--- config.mk ---
export PLATFORM = sky130hd
export DESIGN_NAME = peer_address_picker_top_flat
export DESIGN_NICKNAME = d
export VERILOG_FILES = /design/src/rtl/core/pap_pkg.sv /design/src/rtl/core/pap_if.sv /design/src/rtl/core/peer_address_picker_top.sv /design/src/rtl/core/pap_rem.sv /design/src/rtl/core/pap_table.sv /design/src/flat_wrapper.sv
export SDC_FILE = /design/constraint.sdc
export NUM_CORES = 1
export LEC_CHECK = 0
export BUFFER_PORTS_ARGS = -buffer_cell sky130_fd_sc_hd__buf_2
export CAP_MARGIN = 20
export CORE_MARGIN = 4
export CORE_UTILIZATION = 60
export CTS_CLUSTER_SIZE = 40
export DETAILED_ROUTE_END_ITERATION = 10
export PLACE_DENSITY = 0.84
export SYNTH_ARGS = -nofsm -noshare
export SYNTH_HDL_FRONTEND = slang
export SYNTH_SLANG_ARGS = --single-unit
--- constraint.sdc ---
create_clock -name clk -period 7.7 [get_ports clk]
set_input_delay 1.54 -clock clk [delete_from_list [all_inputs] [get_ports clk]]
set_output_delay 1.54 -clock clk [all_outputs]
set_load 0.005 [all_outputs]
--- src/rtl/core/pap_pkg.sv ---
// peer address picker: shared types and constants
// no dependencies; compiled first

package pap_pkg;

    localparam int ADDR_W = 32;
    localparam int RAND_W = 32;
    localparam int OP_W   = 2;

    typedef logic [OP_W-1:0]   op_t;
    typedef logic [ADDR_W-1:0] addr_t;
    typedef logic [RAND_W-1:0] rand_t;

    localparam op_t OP_LOAD  = 2'd0;
    localparam op_t OP_PICK  = 2'd1;
    localparam op_t OP_RESET = 2'd2;
    localparam op_t OP_NOP   = 2'd3;

endpackage

--- src/rtl/core/pap_if.sv ---
// peer address picker: request, response and configuration channels
// depends on pap_pkg

interface pap_req_if
    import pap_pkg::*;
    ();
    logic  valid;
    logic  ready;
    op_t   operation;
    addr_t addr_value;
    logic  entry_valid;
    logic  last_entry;
    rand_t rand_value;

    modport source (output valid, operation, addr_value, entry_valid, last_entry, rand_value,
                    input ready);
    modport sink (input valid, operation, addr_value, entry_valid, last_entry, rand_value,
                  output ready);
endinterface

interface pap_rsp_if
    import pap_pkg::*;
    ();
    logic  valid;
    logic  ready;
    logic  has_next;
    addr_t picked_addr;
    logic  same_as_current;
    addr_t current_addr;

    modport source (output valid, has_next, picked_addr, same_as_current, current_addr,
                    input ready);
    modport sink (input valid, has_next, picked_addr, same_as_current, current_addr,
                  output ready);
endinterface

interface pap_cfg_if
    import pap_pkg::*;
    ();
    logic valid;
    logic ready;
    logic select_mode;

    modport source (output valid, select_mode, input ready);
    modport sink (input valid, select_mode, output ready);
endinterface

--- src/rtl/core/peer_address_picker_top.sv ---
// peer address picker top: sequencer, tried flags, last-pick state, output register
// depends on pap_pkg, pap_if, pap_rem, pap_table
//
//   channel | dir | transfer carries
//   --------+-----+------------------------------------------------------------
//   req     | in  | operation, addr_value, entry_valid, last_entry, rand_value
//   rsp     | out | has_next, picked_addr, same_as_current, current_addr
//   cfg     | in  | select_mode
//
// one request at a time; load and reset-pick run a table scan (skipped with nothing to scan),
// round-robin pick searches on from the last pick, random pick counts the untried entries, takes
// the bit-serial remainder and then searches; a no-op goes straight to the response
// reset clears counts, tried flags and last pick; table contents need no clearing
// a waiting response does not block a new request; a finished one waits for the slot

module peer_address_picker_top
    import pap_pkg::*;
#(
    parameter int MAX_PEERS = 8
)
(
    input  logic      clk,
    input  logic      rst_n,
    pap_req_if.sink   req,
    pap_rsp_if.source rsp,
    pap_cfg_if.sink   cfg
);

    localparam int IW = (MAX_PEERS > 1) ? $clog2(MAX_PEERS) : 1;
    localparam int CW = $clog2(MAX_PEERS + 1);
    localparam logic [CW-1:0] MAX_CNT = CW'(MAX_PEERS);

    localparam logic [2:0] S_IDLE = 3'd0;
    localparam logic [2:0] S_SCAN = 3'd1;
    localparam logic [2:0] S_CNT  = 3'd2;
    localparam logic [2:0] S_DIV  = 3'd3;
    localparam logic [2:0] S_FIND = 3'd4;
    localparam logic [2:0] S_READ = 3'd5;
    localparam logic [2:0] S_RESP = 3'd6;

    logic [2:0]           state_reg, state_next;
    op_t                  op_reg, op_next;
    addr_t                addr_reg, addr_next;
    logic                 last_reg, last_next;
    rand_t                rnd_reg, rnd_next;
    logic                 bank_reg, bank_next;
    logic [CW-1:0]        peer_cnt_reg, peer_cnt_next;
    logic [CW-1:0]        stg_cnt_reg, stg_cnt_next;
    logic [MAX_PEERS-1:0] tried_reg, tried_next;
    logic [IW-1:0]        last_idx_reg, last_idx_next;
    logic                 last_vld_reg, last_vld_next;
    addr_t                cur_addr_reg, cur_addr_next;
    logic                 all_found_reg, all_found_next;
    logic                 sel_mode_reg, sel_mode_next;
    logic [CW-1:0]        scan_n_reg, scan_n_next;
    logic                 scan_wr_reg, scan_wr_next;
    logic [CW-1:0]        issue_cnt_reg, issue_cnt_next;
    logic                 rd_pend_reg, rd_pend_next;
    logic [IW-1:0]        rd_idx_reg, rd_idx_next;
    logic                 match_reg, match_next;
    logic [IW-1:0]        k_reg, k_next;
    logic [CW-1:0]        step_reg, step_next;
    logic [CW-1:0]        avail_reg, avail_next;
    logic [CW-1:0]        seen_reg, seen_next;
    logic                 res_has_reg, res_has_next;
    addr_t                res_pick_reg, res_pick_next;
    logic                 res_same_reg, res_same_next;
    logic                 rsp_valid_reg, rsp_valid_next;
    logic                 rsp_has_reg, rsp_has_next;
    addr_t                rsp_picked_reg, rsp_picked_next;
    logic                 rsp_same_reg, rsp_same_next;
    addr_t                rsp_cur_reg, rsp_cur_next;

    logic          wr_en;
    logic          wr_bank;
    logic [IW-1:0] wr_idx;
    logic          rd_en;
    logic [IW-1:0] rd_idx;
    addr_t         rd_data;
    logic          rem_start;
    logic          rem_done;
    logic [CW-1:0] rem_val;

    logic          load_wr;
    logic [CW-1:0] start_inc;
    logic [CW-1:0] seq_start;
    logic          k_wrap;

    assign load_wr   = req.entry_valid && (stg_cnt_reg < MAX_CNT);
    assign start_inc = CW'(last_idx_reg) + 1'b1;
    assign seq_start = (last_vld_reg && (start_inc < peer_cnt_reg)) ? start_inc : '0;
    assign k_wrap    = (CW'(k_reg) + 1'b1) == peer_cnt_reg;
    assign wr_bank   = ~bank_reg;
    assign wr_idx    = stg_cnt_reg[IW-1:0];

    pap_table #(
        .DEPTH (MAX_PEERS),
        .IW    (IW)
    ) u_table (
        .clk     (clk),
        .wr_en   (wr_en),
        .wr_bank (wr_bank),
        .wr_idx  (wr_idx),
        .wr_data (req.addr_value),
        .rd_en   (rd_en),
        .rd_bank (bank_reg),
        .rd_idx  (rd_idx),
        .rd_data (rd_data)
    );

    pap_rem #(
        .DW (CW)
    ) u_rem (
        .clk       (clk),
        .rst_n     (rst_n),
        .start     (rem_start),
        .dividend  (rnd_reg),
        .divisor   (avail_reg),
        .done      (rem_done),
        .remainder (rem_val)
    );

    always_comb
    begin
        logic af;
        logic same;

        af   = 1'b0;
        same = 1'b0;

        state_next      = state_reg;
        op_next         = op_reg;
        addr_next       = addr_reg;
        last_next       = last_reg;
        rnd_next        = rnd_reg;
        bank_next       = bank_reg;
        peer_cnt_next   = peer_cnt_reg;
        stg_cnt_next    = stg_cnt_reg;
        tried_next      = tried_reg;
        last_idx_next   = last_idx_reg;
        last_vld_next   = last_vld_reg;
        cur_addr_next   = cur_addr_reg;
        all_found_next  = all_found_reg;
        sel_mode_next   = sel_mode_reg;
        scan_n_next     = scan_n_reg;
        scan_wr_next    = scan_wr_reg;
        issue_cnt_next  = issue_cnt_reg;
        rd_pend_next    = rd_pend_reg;
        rd_idx_next     = rd_idx_reg;
        match_next      = match_reg;
        k_next          = k_reg;
        step_next       = step_reg;
        avail_next      = avail_reg;
        seen_next       = seen_reg;
        res_has_next    = res_has_reg;
        res_pick_next   = res_pick_reg;
        res_same_next   = res_same_reg;
        rsp_valid_next  = rsp_valid_reg;
        rsp_has_next    = rsp_has_reg;
        rsp_picked_next = rsp_picked_reg;
        rsp_same_next   = rsp_same_reg;
        rsp_cur_next    = rsp_cur_reg;

        wr_en     = 1'b0;
        rd_en     = 1'b0;
        rd_idx    = issue_cnt_reg[IW-1:0];
        rem_start = 1'b0;

        if (cfg.valid)
        begin
            sel_mode_next = cfg.select_mode;
        end

        if (rsp.ready)
        begin
            rsp_valid_next = 1'b0;
        end

        unique case (state_reg)
            S_IDLE:
            begin
                if (req.valid)
                begin
                    op_next        = req.operation;
                    addr_next      = req.addr_value;
                    last_next      = req.last_entry;
                    rnd_next       = req.rand_value;
                    res_has_next   = 1'b0;
                    res_pick_next  = '0;
                    res_same_next  = 1'b0;
                    issue_cnt_next = '0;
                    rd_pend_next   = 1'b0;
                    match_next     = 1'b0;
                    step_next      = '0;
                    k_next         = '0;
                    avail_next     = '0;
                    seen_next      = '0;
                    scan_wr_next   = 1'b0;
                    scan_n_next    = '0;
                    unique case (req.operation)
                        OP_LOAD:
                        begin
                            scan_wr_next = load_wr;
                            if (load_wr)
                            begin
                                wr_en        = 1'b1;
                                stg_cnt_next = stg_cnt_reg + 1'b1;
                                scan_n_next  = peer_cnt_reg;
                            end
                            state_next = S_SCAN;
                        end
                        OP_PICK:
                        begin
                            if (peer_cnt_reg == '0)
                            begin
                                state_next = S_RESP;
                            end
                            else if (sel_mode_reg)
                            begin
                                state_next = S_CNT;
                            end
                            else
                            begin
                                k_next     = seq_start[IW-1:0];
                                state_next = S_FIND;
                            end
                        end
                        OP_RESET:
                        begin
                            scan_n_next = peer_cnt_reg;
                            state_next  = S_SCAN;
                        end
                        default:
                        begin
                            state_next = S_RESP;
                        end
                    endcase
                end
            end

            S_SCAN:
            begin
                if (issue_cnt_reg < scan_n_reg)
                begin
                    rd_en          = 1'b1;
                    issue_cnt_next = issue_cnt_reg + 1'b1;
                    rd_pend_next   = 1'b1;
                    rd_idx_next    = issue_cnt_reg[IW-1:0];
                end
                else
                begin
                    rd_pend_next = 1'b0;
                end

                if (rd_pend_reg)
                begin
                    if (rd_data == addr_reg)
                    begin
                        match_next = 1'b1;
                        if (op_reg == OP_RESET)
                        begin
                            last_idx_next = rd_idx_reg;
                        end
                    end
                    if (op_reg == OP_RESET)
                    begin
                        tried_next[rd_idx_reg] = (rd_data == addr_reg);
                    end
                end

                if ((issue_cnt_reg == scan_n_reg) && !rd_pend_reg)
                begin
                    state_next = S_RESP;
                    if (op_reg == OP_RESET)
                    begin
                        last_vld_next = match_reg;
                        cur_addr_next = addr_reg;
                    end
                    else
                    begin
                        af = all_found_reg & (~scan_wr_reg | match_reg);
                        if (last_reg)
                        begin
                            same          = af && (stg_cnt_reg == peer_cnt_reg);
                            res_same_next = same;
                            if (!same)
                            begin
                                bank_next     = ~bank_reg;
                                peer_cnt_next = stg_cnt_reg;
                                last_vld_next = 1'b0;
                            end
                            tried_next     = '0;
                            stg_cnt_next   = '0;
                            all_found_next = 1'b1;
                        end
                        else
                        begin
                            all_found_next = af;
                        end
                    end
                end
            end

            S_CNT:
            begin
                if (step_reg == peer_cnt_reg)
                begin
                    if (avail_reg == '0)
                    begin
                        state_next = S_RESP;
                    end
                    else
                    begin
                        rem_start  = 1'b1;
                        state_next = S_DIV;
                    end
                end
                else
                begin
                    if (!tried_reg[step_reg[IW-1:0]])
                    begin
                        avail_next = avail_reg + 1'b1;
                    end
                    step_next = step_reg + 1'b1;
                end
            end

            S_DIV:
            begin
                if (rem_done)
                begin
                    step_next  = '0;
                    k_next     = '0;
                    seen_next  = '0;
                    state_next = S_FIND;
                end
            end

            S_FIND:
            begin
                if (step_reg == peer_cnt_reg)
                begin
                    state_next = S_RESP;
                end
                else if (!tried_reg[k_reg] && (!sel_mode_reg || (seen_reg == rem_val)))
                begin
                    tried_next[k_reg] = 1'b1;
                    last_idx_next     = k_reg;
                    last_vld_next     = 1'b1;
                    rd_en             = 1'b1;
                    rd_idx            = k_reg;
                    state_next        = S_READ;
                end
                else
                begin
                    if (!tried_reg[k_reg])
                    begin
                        seen_next = seen_reg + 1'b1;
                    end
                    step_next = step_reg + 1'b1;
                    k_next    = k_wrap ? '0 : k_reg + 1'b1;
                end
            end

            S_READ:
            begin
                res_has_next  = 1'b1;
                res_pick_next = rd_data;
                cur_addr_next = rd_data;
                state_next    = S_RESP;
            end

            S_RESP:
            begin
                if (!rsp_valid_reg || rsp.ready)
                begin
                    rsp_valid_next  = 1'b1;
                    rsp_has_next    = res_has_reg;
                    rsp_picked_next = res_pick_reg;
                    rsp_same_next   = res_same_reg;
                    rsp_cur_next    = last_vld_reg ? cur_addr_reg : '0;
                    state_next      = S_IDLE;
                end
            end

            default:
            begin
                state_next = S_IDLE;
            end
        endcase
    end

    always_ff @(posedge clk or negedge rst_n)
    begin
        if (!rst_n)
        begin
            state_reg     <= S_IDLE;
            bank_reg      <= 1'b0;
            peer_cnt_reg  <= '0;
            stg_cnt_reg   <= '0;
            tried_reg     <= '0;
            last_idx_reg  <= '0;
            last_vld_reg  <= 1'b0;
            all_found_reg <= 1'b1;
            sel_mode_reg  <= 1'b0;
            scan_n_reg    <= '0;
            scan_wr_reg   <= 1'b0;
            issue_cnt_reg <= '0;
            rd_pend_reg   <= 1'b0;
            rd_idx_reg    <= '0;
            match_reg     <= 1'b0;
            k_reg         <= '0;
            step_reg      <= '0;
            avail_reg     <= '0;
            seen_reg      <= '0;
            res_has_reg   <= 1'b0;
            res_same_reg  <= 1'b0;
            rsp_valid_reg <= 1'b0;
        end
        else
        begin
            state_reg     <= state_next;
            bank_reg      <= bank_next;
            peer_cnt_reg  <= peer_cnt_next;
            stg_cnt_reg   <= stg_cnt_next;
            tried_reg     <= tried_next;
            last_idx_reg  <= last_idx_next;
            last_vld_reg  <= last_vld_next;
            all_found_reg <= all_found_next;
            sel_mode_reg  <= sel_mode_next;
            scan_n_reg    <= scan_n_next;
            scan_wr_reg   <= scan_wr_next;
            issue_cnt_reg <= issue_cnt_next;
            rd_pend_reg   <= rd_pend_next;
            rd_idx_reg    <= rd_idx_next;
            match_reg     <= match_next;
            k_reg         <= k_next;
            step_reg      <= step_next;
            avail_reg     <= avail_next;
            seen_reg      <= seen_next;
            res_has_reg   <= res_has_next;
            res_same_reg  <= res_same_next;
            rsp_valid_reg <= rsp_valid_next;
        end
    end

    always_ff @(posedge clk)
    begin
        op_reg         <= op_next;
        addr_reg       <= addr_next;
        last_reg       <= last_next;
        rnd_reg        <= rnd_next;
        cur_addr_reg   <= cur_addr_next;
        res_pick_reg   <= res_pick_next;
        rsp_has_reg    <= rsp_has_next;
        rsp_picked_reg <= rsp_picked_next;
        rsp_same_reg   <= rsp_same_next;
        rsp_cur_reg    <= rsp_cur_next;
    end

    assign req.ready           = (state_reg == S_IDLE);
    assign cfg.ready           = 1'b1;
    assign rsp.valid           = rsp_valid_reg;
    assign rsp.has_next        = rsp_has_reg;
    assign rsp.picked_addr     = rsp_picked_reg;
    assign rsp.same_as_current = rsp_same_reg;
    assign rsp.current_addr    = rsp_cur_reg;

    // last pick always points inside the current list
    a_last_in_range: assert property (@(posedge clk) disable iff (!rst_n)
        last_vld_reg |-> (CW'(last_idx_reg) < peer_cnt_reg))
        else $error("last pick index beyond peer count");

    // staging never exceeds the table depth
    a_stg_bound: assert property (@(posedge clk) disable iff (!rst_n)
        (stg_cnt_reg <= MAX_CNT) && (peer_cnt_reg <= MAX_CNT))
        else $error("list count beyond table depth");

    // a successful pick becomes the current address
    a_pick_current: assert property (@(posedge clk) disable iff (!rst_n)
        (rsp_valid_reg && rsp_has_reg) |-> (rsp_cur_reg == rsp_picked_reg))
        else $error("picked address differs from current address");

    // remainder unit only runs with a nonzero untried count
    a_div_nonzero: assert property (@(posedge clk) disable iff (!rst_n)
        (state_reg == S_DIV) |-> (avail_reg != '0))
        else $error("random pick with no untried entry");

endmodule

--- src/rtl/core/pap_rem.sv ---
// peer address picker: bit-serial remainder of the random word by the untried count
// depends on pap_pkg

module pap_rem
    import pap_pkg::*;
#(
    parameter int DW = 4
)
(
    input  logic          clk,
    input  logic          rst_n,
    input  logic          start,
    input  rand_t         dividend,
    input  logic [DW-1:0] divisor,
    output logic          done,
    output logic [DW-1:0] remainder
);

    localparam int SW = $clog2(RAND_W + 1);

    rand_t         shf_reg;
    logic [DW-1:0] rem_reg;
    logic [DW-1:0] div_reg;
    logic [SW-1:0] cnt_reg;
    logic          busy_reg;
    logic          done_reg;

    logic [DW:0]   cand;
    logic [DW:0]   diff;
    logic          ge;

    assign cand = {rem_reg, shf_reg[RAND_W-1]};
    assign ge   = cand >= {1'b0, div_reg};
    assign diff = cand - {1'b0, div_reg};

    always_ff @(posedge clk or negedge rst_n)
    begin
        if (!rst_n)
        begin
            busy_reg <= 1'b0;
            done_reg <= 1'b0;
            cnt_reg  <= '0;
        end
        else
        begin
            done_reg <= 1'b0;
            if (start)
            begin
                busy_reg <= 1'b1;
                cnt_reg  <= SW'(RAND_W);
            end
            else if (busy_reg)
            begin
                cnt_reg <= cnt_reg - 1'b1;
                if (cnt_reg == SW'(1))
                begin
                    busy_reg <= 1'b0;
                    done_reg <= 1'b1;
                end
            end
        end
    end

    always_ff @(posedge clk)
    begin
        if (start)
        begin
            shf_reg <= dividend;
            div_reg <= divisor;
            rem_reg <= '0;
        end
        else if (busy_reg)
        begin
            shf_reg <= {shf_reg[RAND_W-2:0], 1'b0};
            rem_reg <= ge ? diff[DW-1:0] : cand[DW-1:0];
        end
    end

    assign done      = done_reg;
    assign remainder = rem_reg;

endmodule

--- src/rtl/core/pap_table.sv ---
// peer address picker: two-bank address store, one bank current, one staging
// depends on pap_pkg; one write port, one registered read port

module pap_table
    import pap_pkg::*;
#(
    parameter int DEPTH = 8,
    parameter int IW    = 3
)
(
    input  logic          clk,
    input  logic          wr_en,
    input  logic          wr_bank,
    input  logic [IW-1:0] wr_idx,
    input  addr_t         wr_data,
    input  logic          rd_en,
    input  logic          rd_bank,
    input  logic [IW-1:0] rd_idx,
    output addr_t         rd_data
);

    addr_t mem [2][DEPTH];
    addr_t rd_data_reg;

    always_ff @(posedge clk)
    begin
        if (wr_en)
        begin
            mem[wr_bank][wr_idx] <= wr_data;
        end
        if (rd_en)
        begin
            rd_data_reg <= mem[rd_bank][rd_idx];
        end
    end

    assign rd_data = rd_data_reg;

endmodule
--- src/flat_wrapper.sv ---
// flat-port wrapper written by rule: the top's interface ports become plain ports
module peer_address_picker_top_flat import pap_pkg::*;
#(
    parameter int MAX_PEERS = 8
)
  (clk, rst_n, req_valid, req_operation, req_addr_value, req_entry_valid, req_last_entry, req_rand_value, req_ready, rsp_valid, rsp_has_next, rsp_picked_addr, rsp_same_as_current, rsp_current_addr, rsp_ready, cfg_valid, cfg_select_mode, cfg_ready);
  pap_req_if req_i ();
  pap_rsp_if rsp_i ();
  pap_cfg_if cfg_i ();
  input  logic clk;
  input  logic rst_n;
  input wire logic [$bits(req_i.valid)-1:0] req_valid;
  input wire logic [$bits(req_i.operation)-1:0] req_operation;
  input wire logic [$bits(req_i.addr_value)-1:0] req_addr_value;
  input wire logic [$bits(req_i.entry_valid)-1:0] req_entry_valid;
  input wire logic [$bits(req_i.last_entry)-1:0] req_last_entry;
  input wire logic [$bits(req_i.rand_value)-1:0] req_rand_value;
  output wire logic [$bits(req_i.ready)-1:0] req_ready;
  output wire logic [$bits(rsp_i.valid)-1:0] rsp_valid;
  output wire logic [$bits(rsp_i.has_next)-1:0] rsp_has_next;
  output wire logic [$bits(rsp_i.picked_addr)-1:0] rsp_picked_addr;
  output wire logic [$bits(rsp_i.same_as_current)-1:0] rsp_same_as_current;
  output wire logic [$bits(rsp_i.current_addr)-1:0] rsp_current_addr;
  input wire logic [$bits(rsp_i.ready)-1:0] rsp_ready;
  input wire logic [$bits(cfg_i.valid)-1:0] cfg_valid;
  input wire logic [$bits(cfg_i.select_mode)-1:0] cfg_select_mode;
  output wire logic [$bits(cfg_i.ready)-1:0] cfg_ready;
  assign req_i.valid = req_valid;
  assign req_i.operation = req_operation;
  assign req_i.addr_value = req_addr_value;
  assign req_i.entry_valid = req_entry_valid;
  assign req_i.last_entry = req_last_entry;
  assign req_i.rand_value = req_rand_value;
  assign req_ready = req_i.ready;
  assign rsp_valid = rsp_i.valid;
  assign rsp_has_next = rsp_i.has_next;
  assign rsp_picked_addr = rsp_i.picked_addr;
  assign rsp_same_as_current = rsp_i.same_as_current;
  assign rsp_current_addr = rsp_i.current_addr;
  assign rsp_i.ready = rsp_ready;
  assign cfg_i.valid = cfg_valid;
  assign cfg_i.select_mode = cfg_select_mode;
  assign cfg_ready = cfg_i.ready;
  peer_address_picker_top #(.MAX_PEERS(MAX_PEERS)) u_core (.clk(clk), .rst_n(rst_n), .req(req_i), .rsp(rsp_i), .cfg(cfg_i));
endmodule
Word level (Yosys, flattened, before mapping)
Memory sizes are Yosys's and may differ from the RTL's.
Index checks and enable logic that the tools add are counted.
Word-level totals
  register bits after elaboration: 335
  bits in writable memories: 512
  bits of input ports: 74
  output and inout bits: 69
  word-level logic and storage cells: 284
  memories kept: 1
Cells by class
  add/sub/neg operators: 10
  $lt $le $gt $ge: 12
  equal/unequal tests: 38
  multiplexer cells: 128
  bitwise operators: 9
  reductions and logical operators: 47
Memory list
  u_core.u_table.mem: depth 2, width 256, rd ports 1, clocked after memory_dff 0, wr ports 1, line pap_table.sv:22  | addr_t mem [2][DEPTH];
Operators by type and width (count)
  256-bit 2-to-1 mux: 1
  32-bit 2-to-1 mux: 8
  32-bit case mux with 2 select lines: 2
  32-bit binary-select mux with 3-bit select: 1
  32-bit demux with 3-bit select: 1
  3-bit 2-to-1 mux: 27
  4-bit 2-to-1 mux: 19
  8-bit 2-to-1 mux: 7
  1-bit 2-to-1 mux: 38
  32-bit == test: 1
  4-bit case mux with 2 select lines: 4
  6-bit AND reduction: 5
  2-bit by 1-bit inequality test with 1-bit output, second input constant: 11
  3-bit case mux with 7 select lines: 1
  4-bit by 1-bit adder with 4-bit output, second input constant: 5
  4-bit == test: 5
  2-bit inequality test, second input constant: 8
  4-bit case mux with 4 select lines: 1
  8-bit case mux with 2 select lines: 1
  5-bit AND reduction: 3
  3-bit by 4-bit < comparator with 1-bit output, second input constant: 3
  6-bit 2-to-1 mux: 2
  1-bit case mux with 2 select lines: 6
  3-bit case mux with 2 select lines: 2
  42 further kinds: 82

Logic depth before layout (Yosys ltp)
Gate-level depths: netlist of run 1.
  depth after elaboration: 11
  depth in mapped cells: 11
  gate-level depth less buffers: 8

Modules after synthesis
From an unflattened synthesis of run 1, not the netlist that was laid out.
Unflattened totals
  cell total of the unflattened synthesis: 1763
  area, all modules: 33335.7 um^2
Modules (own cells, without submodules)
  pap_table: instances 1, cells each 841, area each 20173.1 um^2, sequential area each 16335.7 um^2
  peer_address_picker_top: instances 1, cells each 764, area each 10900.5 um^2, sequential area each 7368.3 um^2
  pap_rem: instances 1, cells each 158, area each 2262.2 um^2, sequential area each 1361.3 um^2

Worst setup path before layout of run 1
OpenSTA, ideal clock, no wires.
  kind: input port to flip-flop
  start: in req_valid
  end: mem u_core.u_table.mem[1][192] (netlist bit) (enable)
  library setup time: 502 ps
  data arrival time: 5489 ps
  required time: 7198 ps
  setup slack: 1710 ps
  cell stages on the path: 4
  path buffers: 0
  cells stage by stage: nand2_1 > nor4_2 > nand2_1 > nor4_1
Between the ends
  longest elaborated chain between the ends: 4
Ends and longest elaborated chain
  from (decl): line flat_wrapper.sv:12  | input wire logic [$bits(req_i.valid)-1:0] req_valid;
  1-bit 2-to-1 mux: line peer_address_picker_top.sv:182  | if (req.valid)
  1-bit 2-to-1 mux: line peer_address_picker_top.sv:179  | unique case (state_reg)
  1-bit 2-to-1 mux: line pap_table.sv:27  | if (wr_en)
  256-bit 2-to-1 mux (not written as such): line pap_table.sv:29  | mem[wr_bank][wr_idx] <= wr_data;
  to (decl): line pap_table.sv:22
Every way passes these cells.

Worst setup path after layout of run 1
  start: reg u_core.state_reg[2]
  end: reg u_core.u_table.rd_data_reg[0] (netlist: u_core.u_table.rd_data[0]), data pin
Between the ends
  longest elaborated chain between the ends: 6
Ends and longest elaborated chain
  from (decl): line peer_address_picker_top.sv:41  | logic [2:0] state_reg, state_next;
  from (signal assigned): line peer_address_picker_top.sv:422  | state_reg <= state_next;
  3-bit == test: line peer_address_picker_top.sv:179
  3-bit 2-to-1 mux: line peer_address_picker_top.sv:179
  3-bit NOT with 4-bit output (not written as such): line pap_table.sv:33  | rd_data_reg <= mem[rd_bank][rd_idx];
  32-bit binary-select mux with 3-bit select: line pap_table.sv:33
  32-bit 2-to-1 mux (not written as such) (2 in a row): line pap_table.sv:33
  to (signal assigned): line pap_table.sv:33
  to (decl): line pap_table.sv:23  | addr_t rd_data_reg;
Every way passes these cells. The select of a mux whose other input is x is not followed.
A chain may end at the register's enable or synchronous reset.

==> results.rst, run 1 <==
.. list-table::
   :header-rows: 1

   * - Metric
     - Value
   * - Area of the die
     - 61100 um^2
   * - Area of the multi-input gates
     - 8730 um^2
   * - Max reg flops
     - 512
   * - Initial Util
     - 60.8%
   * - GRT Util Overall
     - 25.9%
   * - Max clock buf depth
     - 3
   * - Switching power
     - 1.74 mW
   * - Internal cell power
     - 7.19 mW
   * - Top cells by count, synth
     - 777 x edfxtp_1, 171 x mux2_2, 144 x o21ai_0
   * - Clk pin slew, worst setup/hold paths
     - 0.06 ns
   * - Maximum level of the CTS H-tree
     - 3
   * - Sum of buffers and inverters on the critical path
     - 2
   * - Share of synthesized area occupied by flip-flops and latches
     - 73.0%
   * - Sum of negative setup slack
     - 0 ns
   * - Worst Path Arrival
     - 4.78 ns
   * - Detailed-route wire length per cell
     - 26.3 um
   * - Routed via count divided by cell count
     - 6.49
   * - Floorplan row count
     - 87
   * - HPWL after detailed placement
     - 47.3 mm
   * - EDFF count, synth
     - 777
   * - Unrepaired setup endpoints after global routing
     - no
   * - Pin slew with the least headroom to its limit
     - 1.16 ns
   * - Type of destination of the critical path
     - flip-flop
   * - Delay of the slowest critical-path stage
     - 0.72 ns
   * - Critical-path cell with the highest stage delay
     - or2_4
   * - Total length of routed wires
     - 81.0 mm
   * - Number of clock buffers inserted by TritonCTS
     - 82
   * - Switching portion of total power
     - 19.5%
   * - Clock tree sinks
     - 847
   * - Category of the worst setup path launch point
     - flip-flop
   * - Cell type group with the largest total delay on the critical path
     - simple AND/OR/NAND/NOR gates
   * - Layout cells sized above 1
     - 21.7%
   * - Core occupancy in the finished layout
     - 68.2%
   * - Root buffer cell
     - clkbuf_16
   * - Cell with the most instances after synthesis
     - edfxtp_1
   * - Yosys synthesis warning count
     - 0
   * - Cell occurring most often along the worst timing path
     - buf_4
   * - Number of antenna violations at the first check in global routing
     - 5
   * - Leakage dissipation
     - 12.4 nW
   * - Fraction of registers with async set or reset after synthesis
     - 7.79%
   * - Worst-Skew Late Latency
     - 0.64 ns
   * - Combinational power share
     - 0.8%
   * - Die extent in x
     - 247 um
   * - DRC marker count from the first detailed-route iteration
     - 2252
   * - Total number of vias
     - 20000
   * - Cell Area, Synth
     - 34300 um^2
   * - Post-layout min period
     - 4.29 ns
   * - Most flops, register
     - u_core.u_table.mem
   * - Crit path max fanout
     - 68
   * - Setup CP Type
     - flip-flop to flip-flop
   * - Clock share of power
     - 43.1%
   * - Post-detailed-route DRC marker count
     - 0
   * - Wire length of the first global-routing pass
     - 119 mm
   * - Final antenna-violating net count
     - 0
   * - Post-synthesis sequential element count
     - 847
   * - Count of final max-slew check failures
     - 0
   * - Launch point of the critical path
     - u_core.state_reg[2]
   * - Library cells used by synthesis
     - 70
   * - Number of inserted filler cells in the final layout
     - 3400
   * - Most frequently used flop master after synthesis
     - edfxtp_1
   * - Synth Instances
     - 2117
   * - Post-cts gate resize count
     - 0
   * - Hold Violations, Final
     - 0
   * - RD Place Congestion
     - 0.838
   * - Number of ports placed on the die boundary
     - 143
   * - CTS Hold Bufs
     - 0
   * - Synth Area per Inst
     - 16.2 um^2
   * - Post-Syn Nets
     - 2213
   * - Count of final setup violators
     - 0
   * - Core area
     - 56500 um^2
   * - Final net count
     - 2358
   * - Yosys top cell by area
     - edfxtp_1
   * - Required time reported for the critical path endpoint
     - 8.19 ns
   * - Remaining max-slew budget at the tightest pin
     - 22.9%
   * - Reg area
     - 25100 um^2
   * - Pin count of the biggest net entering global routing
     - 78
   * - Cell types occupying the most area after synthesis
     - edfxtp_1 68%, mux2_2 5.6%, dfrtp_1 4.7%
   * - Sequential fraction of design power
     - 56.1%
   * - FMAX
     - 0.233 GHz
   * - Critical-path cell list
     - buf_4, or3b_1, a41oi_4, and4_4, or2_4, buf_4, o211ai_1, nand4_1
   * - Area Overhead vs Synth
     - 12.2%
   * - Max-Cap Viols
     - 0
   * - Portion of the clock cycle consumed by the worst path in the final layout
     - 55.8%
   * - Hold Crit Class
     - flip-flop to flip-flop
   * - Post-route clock skew
     - 0.0443 ns
   * - CTS tree
     - built
   * - Initial DRT Pass Iterations
     - 8
   * - Start point of the worst hold path
     - u_core.res_pick_reg[14]
   * - Top-area cell type share of the netlist area
     - 67.9%
   * - Outcome
     - complete, no violations
   * - Critical register-to-register path startpoint
     - u_core.state_reg[2]
   * - Total power divided by cell area
     - 232 nW/um^2
   * - GRT overflow
     - 0
   * - Die extent in y
     - 247 um
   * - Vias in the first global route
     - 20000
   * - Largest voltage drop on the vdd net
     - 0.173 mV
   * - Post-CTS setup-driven buffer insertion count
     - 0
   * - Number of buffers added on ports
     - 141
-- worst paths after layout --
kind | to | slack, ns | depth (start not counted)
min | u_core.rsp.picked_addr[14] | 0.40 | 0
max reg2reg | u_core.u_table.rd_data[0] | 3.41 | 8
min in group asynchronous | u_core.state_reg[2] | 1.11 | 2
max in group asynchronous | u_core.bank_reg | 5.91 | 2
max | u_core.u_table.rd_data[0] | 3.41 | 8
min reg2reg | u_core.rsp.picked_addr[14] | 0.40 | 0
-- worst reg2reg max path: stages (launching register included) --
cell and delay [ns]:
dfrtp_1 0.33, buf_4 0.36, or3b_1 0.55, a41oi_4 0.29
and4_4 0.67, or2_4 0.78, buf_4 0.74, o211ai_1 0.28
nand4_1 0.15
-- layer usage --
layer	vias to the layer above	part of all wire, %	global-route usage (%)
li1	8549	-	-
met1	10000	37	34.1
met2	1227	49	43.1
met3	194	10	5.03
met4	4	3.2	9.82
met5	-	0.030	0
-- area by class of cell --
| type | instances | area share (%) |
|---|---|---|
| Sequential cell | 847 | 65.1 |
| Multi-Input combinational cell | 1113 | 22.6 |
| Clock buffer | 109 | 5.78 |
| Timing Repair Buffer | 183 | 2.90 |
| Tap cell | 756 | 2.45 |
| Clock inverter | 35 | 0.805 |
| Inverter | 35 | 0.341 |
| Antenna cell | 4 | 0.0260 |
-- through the flow --
| step | hold WS [ns] | worst slack, ns | power [mW] | instance area, um^2 | instances |
|---|---|---|---|---|---|
| CTS | 0.399 | 3.16 | 8.94 | 38400 | 3070 |
| finish | 0.400 | 3.41 | 8.92 | 38500 | 3082 |
| floorplan | 0.400 | 1.71 | 5.10 | 34300 | 2117 |
| global route | 0.420 | 3.22 | 9.15 | 38500 | 3080 |
| detailed placement | 0.405 | 2.54 | 5.17 | 35800 | 2926 |
| global placement | 0.405 | 2.64 | 5.16 | 35800 | 2926 |
-- kinds of logic (layout without fill, tap and decap cells) --
kind of cell,count (synthesis),after routing,synth area share (%)
xor gates and xnor gates,61,61,1.56
AOI/OAI and AO/OA,405,405,7.80
other,1,5,0.0109
adders and majority gates,22,22,0.823
buffers and inverters,157,362,2.10
and+or+nand+nor,311,311,4.89
muxes,313,313,9.85
DFF,847,847,73.0
-- power groups by stage --
stage                     registers, mW  logic, mW  clock network, mW
after global placement             5.10     0.0645                  0
after CTS                          5.00     0.0710               3.86
after floorplan                    5.10    0.00180                  0
final                              5.00     0.0717               3.85
after global routing               5.00     0.0782               4.07
after detailed placement           5.10     0.0702                  0
-- cells in the final DEF, fill, tap and decap left out, drive strengths merged, types with 9 or more instances in the layout --
cell,count
o21ai,163
a21o,35
nor2,50
nor4,14
nor2b,9
nand2b,17
edfxtp,777
clkinv,26
buf,182
nand4,39
xor2,47
and3,34
dfrtp,65
nor3,19
ha,21
nand2,51
clkbuf,110
nand3,21
inv,38
xnor2,14
o211ai,132
mux2,171
and2,36
a21oi,11
mux2i,139
(Power assumes the default switching activity.)
==> run 2, diff against run 1 <==
Clock period 7.7 ns to 4 ns, I/O delays scaled along.
==> run 2 against run 1 <==
  * Cell count is 0.16% lower
  * Largest cell class unchanged
  * Clock power is 93% higher
  * Sequential power is 93% higher
  * Highest routed layer unchanged
  * Clock-buffer cell count is 9 lower
==> results.rst, run 2 (same netlist as run 1, synthesis figures left out) <==
.. list-table::
   :header-rows: 1

   * - Metric
     - Value
   * - Outcome
     - complete, no violations
   * - Wire length of the first global-routing pass
     - 119 mm
   * - Clock tree sinks
     - 847
   * - Setup slack of the most critical reg-to-reg path
     - 0.60 ns
   * - Post-cts gate resize count
     - 0
   * - Critical register-to-register path startpoint
     - u_core.state_reg[0]
   * - Instance count on the critical path
     - 6
   * - Routed via count divided by cell count
     - 6.45
   * - Total power divided by cell area
     - 446 nW/um^2
   * - Critical-path cell list
     - or3b_1, a41oi_4, nand4_2, mux2_2, o211ai_1, nand4_1
   * - Root buffer cell
     - clkbuf_16
   * - Largest voltage drop on the vdd net
     - 0.330 mV
   * - Maximum level of the CTS H-tree
     - 3
   * - Area of the die
     - 61100 um^2
   * - PnR Total Power
     - 17.2 mW
   * - Max clock buf depth
     - 3
   * - Crit path max fanout
     - 32
   * - Sum of negative setup slack
     - 0 ns
   * - Unrepaired setup endpoints after global routing
     - no
   * - Post-detailed-route DRC marker count
     - 0
   * - Setup CP Type
     - flip-flop to flip-flop
   * - Portion of the clock cycle consumed by the worst path in the final layout
     - 85.0%
   * - Initial DRT Pass Iterations
     - 6
   * - Number of buffers added on ports
     - 141
   * - Floorplan row count
     - 87
   * - Post-layout min period
     - 3.40 ns
   * - Type of destination of the critical path
     - flip-flop
   * - Detailed-route wire length per cell
     - 26.1 um
   * - Cell type group with the largest total delay on the critical path
     - multiplexers
   * - Max-Cap Viols
     - 0
   * - GRT Util Overall
     - 26.0%
   * - CTS tree
     - built
   * - HPWL after detailed placement
     - 44.8 mm
   * - GRT overflow
     - 0
   * - Hold Violations, Final
     - 0
   * - Final antenna-violating net count
     - 0
   * - Most flops, register
     - u_core.u_table.mem
   * - Count of final setup violators
     - 0
   * - Number of inserted filler cells in the final layout
     - 3411
   * - CTS Hold Bufs
     - 0
   * - Hold Crit Class
     - primary input to asynchronous set/reset pin
   * - Critical-path cell with the highest stage delay
     - mux2_2
   * - Area Overhead vs Synth
     - 12.3%
   * - Category of the worst setup path launch point
     - flip-flop
   * - Count of final max-slew check failures
     - 0
   * - FMAX
     - 0.294 GHz
   * - Max reg flops
     - 512
   * - Worst Path Arrival
     - 3.88 ns
   * - Remaining max-slew budget at the tightest pin
     - 26.4%
   * - Commonest cells after routing, fill and taps aside
     - 777 x edfxtp_1, 171 x mux2_2, 144 x o21ai_0, 141 x buf_2, 136 x mux2i_1
   * - Number of ports placed on the die boundary
     - 143
   * - Launch point of the critical path
     - u_core.state_reg[0]
   * - Post-route clock skew
     - 0.0282 ns
   * - Most common library cell in the layout ignoring fill and taps
     - edfxtp_1
   * - Worst-Skew Late Latency
     - 0.64 ns
   * - Initial Util
     - 60.8%
   * - Number of antenna violations at the first check in global routing
     - 8
   * - Die extent in x
     - 247 um
   * - Capture point of the worst reg-to-reg path
     - u_core.u_table.rd_data[15]
   * - Required time reported for the critical path endpoint
     - 4.48 ns
   * - Number of clock buffers inserted by TritonCTS
     - 80
   * - Pin slew with the least headroom to its limit
     - 1.10 ns
   * - Reg2reg path depth
     - 6
   * - Delay of the slowest critical-path stage
     - 1.10 ns
   * - Die extent in y
     - 247 um
   * - Final net count
     - 2355
   * - Total length of routed wires
     - 80.3 mm
   * - DRC marker count from the first detailed-route iteration
     - 2460
   * - Leakage dissipation
     - 12.4 nW
   * - Pin count of the biggest net entering global routing
     - 129
   * - Layout cells sized above 1
     - 21.7%
   * - Core occupancy in the finished layout
     - 68.3%
   * - Vias in the first global route
     - 19500
   * - RD Place Congestion
     - 0.902
   * - Sum of buffers and inverters on the critical path
     - 0
   * - Clk pin slew, worst setup/hold paths
     - 0.06 ns
   * - Total number of vias
     - 19800
   * - CP endpoint
     - u_core.u_table.rd_data[15]
   * - Core area
     - 56500 um^2
   * - Post-CTS setup-driven buffer insertion count
     - 0
run 2: cell count changes in the layout (fill, tap and decap cells not counted), moves of 2 or more:
cell and delta:
buf_12 +6, buf_16 -3, bufinv_16 +4, clkbuf_1 -3, clkbuf_16 -3, clkbuf_8 -3
clkinvlp_4 -2, nor3_2 -2, nor3_4 +2, nor4_2 -2, nor4_4 +2
run 2: how the worst min path moves through the flow:
stage	to	slack (ns)	cells past startpoint
floorplan	u_core.rsp.picked_addr[0]	0.40	0
global placement	u_core.rsp.picked_addr[11]	0.40	0
detailed placement	u_core.rsp.picked_addr[15]	0.40	0
CTS	u_core.avail_reg[0]	0.25	1
global route	u_core.rsp.valid	0.31	1
finish	u_core.rsp.valid	0.25	1
run 2: worst register-to-register path, delay by kind of cell (launching register included):
kind / cells / cell delay [ns]
AOI/OAI and AO/OA: 2 / 0.57
DFF: 1 / 0.51
muxes: 1 / 1.10
and+or+nand+nor: 3 / 1.09
run 2: layer usage:
| metal | vias up | track usage, % | part of all wire [%] |
|---|---|---|---|
| met5 | - | 0 | 0.016 |
| met4 | 2 | 10.6 | 3.4 |
| met3 | 200 | 5.52 | 11 |
| met2 | 1163 | 42.8 | 49 |
| met1 | 9935 | 34.1 | 36 |
| li1 | 8540 | - | - |
run 2: power breakdown:
group	internal [mW]	leakage (nW)	total, mW	switching, mW
Sequential	9.63	7.51	9.63	0.00178
Combinational	0.0279	3.65	0.126	0.0985
Clock	4.25	1.24	7.44	3.19
run 2: layout make-up:
class | count | area (um^2) | share of cell area [%]
antenna | 5 | 12.5 | 0.0324
tap | 756 | 946 | 2.45
multi-input combinational | 1113 | 8760 | 22.7
sequential | 847 | 25100 | 65.0
clock buffer | 100 | 2100 | 5.44
clock inverter | 39 | 442 | 1.15
inverter | 35 | 131 | 0.341
timing repair buffer | 182 | 1110 | 2.89
run 2: per-stage QoR:
stage	instances	hold WS [ns]	worst slack (ns)	cell area (um^2)
after floorplan	2117	0.400	-0.577	34400
after global placement	2933	0.405	0.789	36000
after detailed placement	2933	0.405	0.631	36000
after CTS	3072	0.249	0.621	38600
after global routing	3075	0.310	0.475	38600
final	3077	0.250	0.599	38600
